$ cat config.mk
export PLATFORM = sky130hd
export DESIGN_NAME = hbi_front
export DESIGN_NICKNAME = d
export VERILOG_FILES = /design/src/hdl/hbi_pkg.sv /design/src/hdl/hbi_front.sv
export VERILOG_INCLUDE_DIRS = /design/src /design/src/hdl
export SDC_FILE = /design/constraint.sdc
export NUM_CORES = 1
export LEC_CHECK = 0
export BUFFER_PORTS_ARGS = -buffer_cell sky130_fd_sc_hd__buf_4
export CAP_MARGIN = 20
export CORE_MARGIN = 5
export CORE_UTILIZATION = 51
export DETAILED_ROUTE_END_ITERATION = 10
export GPL_TIMING_DRIVEN = 0
export PLACE_DENSITY = 0.83
export SYNTH_ARGS = -nofsm -noshare
export SYNTH_HDL_FRONTEND = slang
export SYNTH_SLANG_ARGS = --single-unit
$ cat constraint.sdc
create_clock -name clk_i -period 8.21 [get_ports clk_i]
set_input_delay 0.821 -clock clk_i [delete_from_list [all_inputs] [get_ports clk_i]]
set_output_delay 0.821 -clock clk_i [all_outputs]
set_load 0.05 [all_outputs]
$ cat src/hdl/histogram_bucket_index_top_macros.svh
// Assertion macros shared by the histogram bucket index RTL.
// Depends on clk_i and rst_ni being visible in the including module.
`ifndef HISTOGRAM_BUCKET_INDEX_TOP_MACROS_SVH
`define HISTOGRAM_BUCKET_INDEX_TOP_MACROS_SVH

// Same-cycle implication, disabled during reset
`define HBI_ASSERT_IMPL(label, ante, cons) \
  label: assert property (@(posedge clk_i) disable iff (!rst_ni) (ante) |-> (cons)) \
    else $error("hbi assertion failed");

// Next-cycle implication, disabled during reset
`define HBI_ASSERT_NEXT(label, ante, cons) \
  label: assert property (@(posedge clk_i) disable iff (!rst_ni) (ante) |=> (cons)) \
    else $error("hbi assertion failed");

`endif

$ cat src/hdl/hbi_pkg.sv
// Shared types and constants for the histogram bucket index block.
// No dependencies.
package hbi_pkg;

  localparam int unsigned MaxBuckets = 64;

  // Item kinds
  localparam logic KIND_LOAD     = 1'b0;
  localparam logic KIND_CLASSIFY = 1'b1;

  // Register indexes (paddr[3:2])
  localparam logic [1:0] REG_COUNT  = 2'd0;
  localparam logic [1:0] REG_BITS   = 2'd1;
  localparam logic [1:0] REG_OFFSET = 2'd2;

  typedef struct packed {
    logic               kind;
    logic [5:0]         entry_slot;
    logic signed [63:0] lower_bound;
    logic signed [63:0] upper_bound;
    logic signed [63:0] sample;
  } in_t;

  typedef struct packed {
    logic [6:0]  bucket;
    logic [32:0] bit_index;
  } out_t;

  typedef struct packed {
    logic [6:0]  count;
    logic [15:0] bits;
    logic [31:0] offset;
  } cfg_t;

  // Queued command: a holds the low bound or the sample, b the high bound
  typedef struct packed {
    logic        is_load;
    logic [5:0]  slot;
    logic [63:0] a;
    logic [63:0] b;
  } cmd_t;

endpackage

$ cat src/hdl/hbi_front.sv
// Front end: accepts input requests, drops loads to missing slots,
// and queues commands for the back end. Depends on hbi_pkg.
module hbi_front #(
  parameter int unsigned MaxBuckets = hbi_pkg::MaxBuckets
) (
  input  logic          clk_i,
  input  logic          rst_ni,
  input  logic          in_valid_i,
  output logic          in_ready_o,
  input  hbi_pkg::in_t  in_data_i,
  output logic          cmd_valid_o,
  input  logic          cmd_ready_i,
  output hbi_pkg::cmd_t cmd_o
);

  hbi_pkg::cmd_t ent_q [2];
  logic [1:0]    fill_q;
  logic          wptr_q, rptr_q;
  logic          push, pop, keep;
  hbi_pkg::cmd_t cmd_new;

  // Classify the request: loads beyond the table produce nothing
  always_comb begin
    cmd_new.is_load = (in_data_i.kind == hbi_pkg::KIND_LOAD);
    cmd_new.slot    = in_data_i.entry_slot;
    cmd_new.a       = cmd_new.is_load ? in_data_i.lower_bound : in_data_i.sample;
    cmd_new.b       = in_data_i.upper_bound;
    keep = !cmd_new.is_load || (32'(in_data_i.entry_slot) < MaxBuckets);
  end

  assign in_ready_o  = (fill_q != 2'd2);
  assign push        = in_valid_i && in_ready_o && keep;
  assign cmd_valid_o = (fill_q != 2'd0);
  assign pop         = cmd_valid_o && cmd_ready_i;
  assign cmd_o       = ent_q[rptr_q];

  // Two-entry queue
  always_ff @(posedge clk_i or negedge rst_ni) begin
    if (!rst_ni) begin
      fill_q <= 2'd0;
      wptr_q <= 1'b0;
      rptr_q <= 1'b0;
    end else begin
      if (push) wptr_q <= !wptr_q;
      if (pop)  rptr_q <= !rptr_q;
      fill_q <= fill_q + 2'(push) - 2'(pop);
    end
  end

  always_ff @(posedge clk_i) begin
    if (push) begin
      ent_q[wptr_q] <= cmd_new;
    end
  end

  `include "histogram_bucket_index_top_macros.svh"

  `HBI_ASSERT_IMPL(a_fill_bound, 1'b1, fill_q <= 2'd2)
  `HBI_ASSERT_IMPL(a_full_stalls, fill_q == 2'd2, !in_ready_o)
  `HBI_ASSERT_NEXT(a_push_shows, push && !pop && fill_q == 2'd0, cmd_valid_o)

endmodule

==> metrics.txt, run 1 <==
clk_lat worst skew 520 ps; Nets between 1000 and 1500; chip width ~160 um; post-CTS setup buffer count 0; fillcell total approximately 1300; initial antenna violation count 0; WL final 24300 um; placed cells 1134; pwr dens 398 nW/um2; Post-Syn Area 10900 um2; Post-Syn Instances 514; Post-Route M1 WL 8560 um; setup violators final 0; number of cell rows 53; RSZ-0062 raised after global routing no; die area 24400 um2; R2R cell count 6; Synth Area per Inst 21.2 um2; synth-to-layout area growth 36.4%; Slew Limit Fails 0; static leakage 0.00581 uW; FMAX ~360 MHz; vias per cell just over 5; uppermost routed layer met4; sequential share of the synthesized area 75.4%; layout cells sized above 1 roughly two thirds; # port buffers 338; Vias 6049; GRT overflow 0; core area around 21000 um2; DRC 0; fin util 70.6%; Synth cell types 21; first-pass GRT wire length 35800 um; crit path DAT 1930 ps; Clk Tree Root Cell clkbuf_16; H-tree depth 1; Initial Util just over 50%; Routed WL per cell 20.5 um; Inserted Diodes 0; Detailed Route Iter0 Violations 282; CTS Buffer Depth 3; WL met2 13000 um; Sink Count 274; vias in the first global route ~6500; Crit. End Element output pin; hold crit path type in2async; Max-Cap Viols 0; critical path peak fanout 10; TritonCTS Buffers 28; most frequent cells in the layout buf_4 (343), edfxtp_1 (270), mux2_2 (159); CTS tree yes; period utilization 33.5%; Setup Crit Path Kind reg2out; Die Y-Extent 156 um; Ports 340; Syn Nets 718; PostCTS Resize Cnt 0; Slew Limit Headroom a little over half; GRT Total Usage between 10% and 20%; Non-Filler Instances 1186; Setup crit start kind flop; Final Critical Period 2750 ps; Final ANT Viol Nets 0; outcome finished, final reports clean; Yosys reg bits 274; hold_buf cts 0; routed wl met3 2090 um; IR drop worst, VDD between 0.2 and 0.3 mV; Yosys warning total 0; Worst EP required 7390 ps; Fin. Hold Viols 0; drt first pass iters 4; most common cell after layout, fill and taps aside buf_4; GP Congestion 0.773; worst slew pin tran 683 ps; pin count of the biggest net entering global routing 68; Post-DP HPWL 17300 um; Reg clk slew, reported paths 60 ps; Worst Skew 9.81 ps
## critical path: stages, from the launching register on
cell and delay, ps:
dfrtp_1 340, buf_6 160, buf_6 180, buf_6 200, mux2_4 330, buf_4 190
## final timing paths
path	from	endpoint	slack [ps]
hold reg to reg	wptr_q	wptr_q	560
setup reg to reg	fill_q[0]	ent_q[0][94]	5900
hold / removal	rst_ni	fill_q[0]	80
max in group asynchronous	rst_ni	rptr_q	8020
setup / recovery	rptr_q	cmd_o[87]	5460
min in group clk_i	in_data_i[127]	ent_q[0][63]	480
## flip-flops by register name, summed over array words and instances (netlist names)
| signal | count |
|---|---|
| fill_q | 2 |
| rptr_q | 1 |
| ent_q | 270 |
| wptr_q | 1 |
## cell usage after synthesis
master      n  area [um2]
nor2b_1     1        6.26
a311oi_1    1        8.76
ha_1        1        12.5
dfrtp_1     4         100
o21ba_2     1        10.0
nand2b_1    1        6.26
buf_4       5        37.5
mux2_4     40         601
buf_6       6        67.6
nand2_1     2        7.51
buf_2      11        55.1
and3_1      1        6.26
o21ai_0     1        5.00
xnor2_1     3        26.3
inv_1       1        3.75
nor2_1      3        11.3
or2_2       1        6.26
mux2_2    159        1790
nor4bb_1    1        10.0
edfxtp_1  270        8110
nand3_1     1        5.00
## stage by stage
stage | hold WS [ps] | cell area (um2) | setup slack (ps) | setup TNS, ps | total power [uW]
floorplan | 460 | 10900 | 922 | 0 | 3960
global placement | 477 | 13800 | -2100 | -282860 | 4740
detailed placement | 559 | 14000 | 5530 | 0 | 4760
CTS | 48.3 | 14800 | 5370 | 0 | 5980
global route | 49.8 | 14800 | 5330 | 0 | 6140
finish | 80.5 | 14800 | 5460 | 0 | 5900
## cell families (layout without fill, tap and decap cells)
group | after synthesis | in the layout | share of synthesized area (%)
muxes | 199 | 199 | 22.0
AOI/OAI and AO/OA | 3 | 3 | 0.218
and+or+nand+nor | 11 | 11 | 0.540
DFF | 274 | 274 | 75.4
xor gates and xnor gates | 3 | 3 | 0.241
buffers and inverters | 23 | 420 | 1.51
adders and majority gates | 1 | 1 | 0.115
## routing by layer
metal | GRT usage [%] | vias up
met1 | 22.1 | 2967
li1 | - | 2790
met5 | 0 | -
met2 | 34.8 | 248
met3 | 5.05 | 44
met4 | 5.75 | 0
## power by group
part	internal (uW)	leakage (uW)	switching, uW
clock network	709	0.000443	494
logic	952	0.00281	1760
registers	1920	0.00256	75.2
## area by class of cell
class                   count  area [um2]  share of cell area (%)
flip-flops and latches    274        8210                    55.3
plain buffers              22         160                    1.08
inverters                   1        3.75                  0.0253
well taps                 275         344                    2.32
multi-input cells         217        2520                    17.0
clock inverters            17         141                   0.952
repair buffers            345        2720                    18.3
clock buffers              35         748                    5.04
No activity file was read; power rests on OpenSTA's default activity.
==> run 2, diff against run 1 <==
--- a/config.mk
+++ b/config.mk
@@ -6,6 +6,7 @@
 export SDC_FILE = /design/constraint.sdc
 export NUM_CORES = 1
 export LEC_CHECK = 0
+export ABC_AREA = 1
 export BUFFER_PORTS_ARGS = -buffer_cell sky130_fd_sc_hd__buf_4
 export CAP_MARGIN = 20
 export CORE_MARGIN = 5
==> constraint.sdc (replaced) <==
create_clock -name clk_i -period 2.75 [get_ports clk_i]
set_input_delay 0.275 -clock clk_i [delete_from_list [all_inputs] [get_ports clk_i]]
set_output_delay 0.275 -clock clk_i [all_outputs]
set_load 0.05 [all_outputs]
==> metrics.txt, run 2 <==
outcome finished, final reports clean; top-area cell type share of the netlist area 74.9% (+0.45 points); # port buffers 339 (+0.30%); register area 8210 um2 (unchanged); most flop-heavy register ent_q; CTS Buffer Depth 3 (unchanged); GRT overflow 0 (unchanged); Area contributors post-synth edfxtp_1 (75%), nand2_1 (21%), buf_2 (1.5%); hold slack 40.5 ps (-39.9 ps); core area 21000 um2 (-0.32%); largest registers ent_q (270), fill_q (2); setup violators final 0 (unchanged); Final ANT Viol Nets 0 (unchanged); IR drop worst, VDD 0.653 mV (+140%); worst slack, placed 526 ps (-5010 ps); Clk Tree Root Cell clkbuf_16; critical path peak fanout 10 (unchanged); FMAX 430 MHz; Post-synth EDFFs 270 (unchanged); Yosys warning total 0 (unchanged); Initial Util 51.6% (-0.15 points); most frequent cells in the layout nand2_1 (604), buf_4 (347), edfxtp_1 (270); period utilization 84.5%; Post-Syn Area 10800 um2 (-0.60%); hold_buf cts 71 (+71); clk_lat worst skew 520 ps (about the same); CTS tree yes; WL final 31500 um (+30%); area of the multi-input gates 2360 um2 (-6.3%); hold crit path type in2reg; asr flop ratio synth 1.46% (unchanged); Post-Syn Instances 943 (+83%); Vias 8493 (+40%); fillcell total 1276 (-3.2%); Syn Nets 1147 (+60%); Max-Cap Viols 0 (unchanged); Slew Limit Headroom 39.5% (-15 points); TritonCTS Buffers 28 (unchanged); worst slew pin tran 905 ps (+223 ps); Reg clk slew, reported paths 60 ps (about the same); Inserted Diodes 0 (unchanged); number of cell rows 53 (unchanged); Final Power 19100 uW (+220%); sequential share of the synthesized area 75.9% (+0.45 points); H-tree depth 1 (unchanged); synth-to-layout area growth 43.9%; Nets 1596 (+46%); top post-synthesis cells by count nand2_1 (606), edfxtp_1 (270), buf_2 (33); Yosys reg bits 274 (unchanged); Sink Count 274 (unchanged); chip width 156 um (-0.28%); Crit. End Element output pin; drt first pass iters 5 (+1); initial antenna violation count 0 (unchanged); DRC 0 (unchanged); layout cells sized above 1 30.9% (-36 points); Worst Skew 10.9 ps (+1.04 ps); Ports 340 (unchanged); Most used DFF post-synth edfxtp_1; slowest CP cell dfrtp_1; Synth Area per Inst 11.5 um2 (-46%); Fin. Hold Viols 0 (unchanged); pin count of the biggest net entering global routing 31 (-54%); first-pass GRT wire length 47200 um (+32%); most used cell, CP buf_4; max reg flops 270 (unchanged); Routed WL per cell 18.7 um (-8.9%); top-count cell post-synth nand2_1; RSZ-0062 raised after global routing no; vias in the first global route 8701 (+34%); top cell type by total area after synthesis edfxtp_1; Cell Chain, Critical Path buf_4, inv_4, buf_6, buf_4, nand2_1, nand2_1, buf_4; Post-DP HPWL 21000 um (+21%); die area 24200 um2 (-0.56%); PnR worst setup slack 425 ps (-5030 ps); Worst EP required 2480 ps (-4910 ps); Setup TNS Final 0 ps (unchanged); Die Y-Extent 156 um (-0.28%); Slew Limit Fails 0 (unchanged); pwr dens 1230 nW/um2 (+210%); Setup crit start kind flop; Synth cell types 15 (-29%); GRT Total Usage 25.2% (+6.1 points); Final Critical Period ~2300 ps; Detailed Route Iter0 Violations 577 (+100%); Reg2Reg Setup Slack 550 ps (-5350 ps); crit path DAT 2050 ps (+120 ps); post-CTS setup buffer count 0 (unchanged); vias per cell 5.04 (-1.2%); GP Congestion 0.814 (+5.3%); crit-path max cell delay 360 ps (+20 ps); PostCTS Resize Cnt 0 (unchanged); Setup Crit Path Kind reg2out; most common cell after layout, fill and taps aside nand2_1; fin util 74.3% (+3.7 points); static leakage 0.00706 uW (+22%)
run 2: cell count changes in the layout (fill, tap and decap cells not counted), sizes merged, moves of 3 or more:
cell         previous run  this run
buf                   367       390
clkbuf                 35        38
clkinv                 15         6
dlygate4sd3             0        71
inv                     1         9
mux2                  199         0
nand2                   2       606
xnor2                   3         0
run 2: cell type report:
| type | instances | area share (%) |
|---|---|---|
| sequential | 274 | 52.7 |
| timing repair buffer | 419 | 22.2 |
| multi-input combinational | 617 | 15.2 |
| clock buffer | 37 | 4.86 |
| tap | 275 | 2.21 |
| buffer | 43 | 1.54 |
| clock inverter | 12 | 1.05 |
| inverter | 9 | 0.233 |
run 2: final timing paths:
kind | startpoint | end | depth (start not counted)
worst max-delay path | rptr_q | cmd_o[111] | 7
worst min register to register | wptr_q | wptr_q | 2
max in group asynchronous | rst_ni | rptr_q | 2
worst max register to register | fill_q[1] | ent_q[0][86] | 5
min in group asynchronous | rst_ni | fill_q[0] | 2
worst min-delay path | in_valid_i | wptr_q | 3
run 2: per-layer routing:
| metal | global-route usage, % | up-vias | share of wire, % |
|---|---|---|---|
| li1 | - | 3990 | - |
| met1 | 30.0 | 3962 | 36 |
| met2 | 44.8 | 479 | 51 |
| met3 | 7.27 | 62 | 11 |
| met4 | 7.17 | 0 | 2.8 |
| met5 | 0 | - | 0 |
run 2: power by group:
| part | switching [uW] | internal (uW) | total (uW) |
|---|---|---|---|
| registers | 246 | 5720 | 5960 |
| clock network | 1480 | 2300 | 3780 |
| logic | 6840 | 2500 | 9340 |
run 2: kinds of logic (layout without fill, tap and decap cells):
| group | Yosys count | count (layout) | share of synthesized area, % |
|---|---|---|---|
| AOI/OAI and AO/OA | 2 | 2 | 0.0924 |
| buffers and inverters | 52 | 520 | 2.56 |
| and+or+nand+nor | 613 | 613 | 21.3 |
| DFF | 274 | 274 | 75.9 |
| adders and majority gates | 1 | 1 | 0.116 |
| xor gates and xnor gates | 1 | 1 | 0.0810 |
run 2: per-stage QoR:
step,instance area [um2],cells
after global routing,15600,1686
after CTS,15600,1686
after detailed placement,13900,1566
after floorplan,10800,943
final,15600,1686
after global placement,13700,1557
run 2: critical path: cells and delay by family, from the launching register on:
| kind | cells | cell delay, ps |
|---|---|---|
| flip-flops | 1 | 360 |
| AND/OR/NAND/NOR | 2 | 180 |
| buffers and inverters | 5 | 990 |
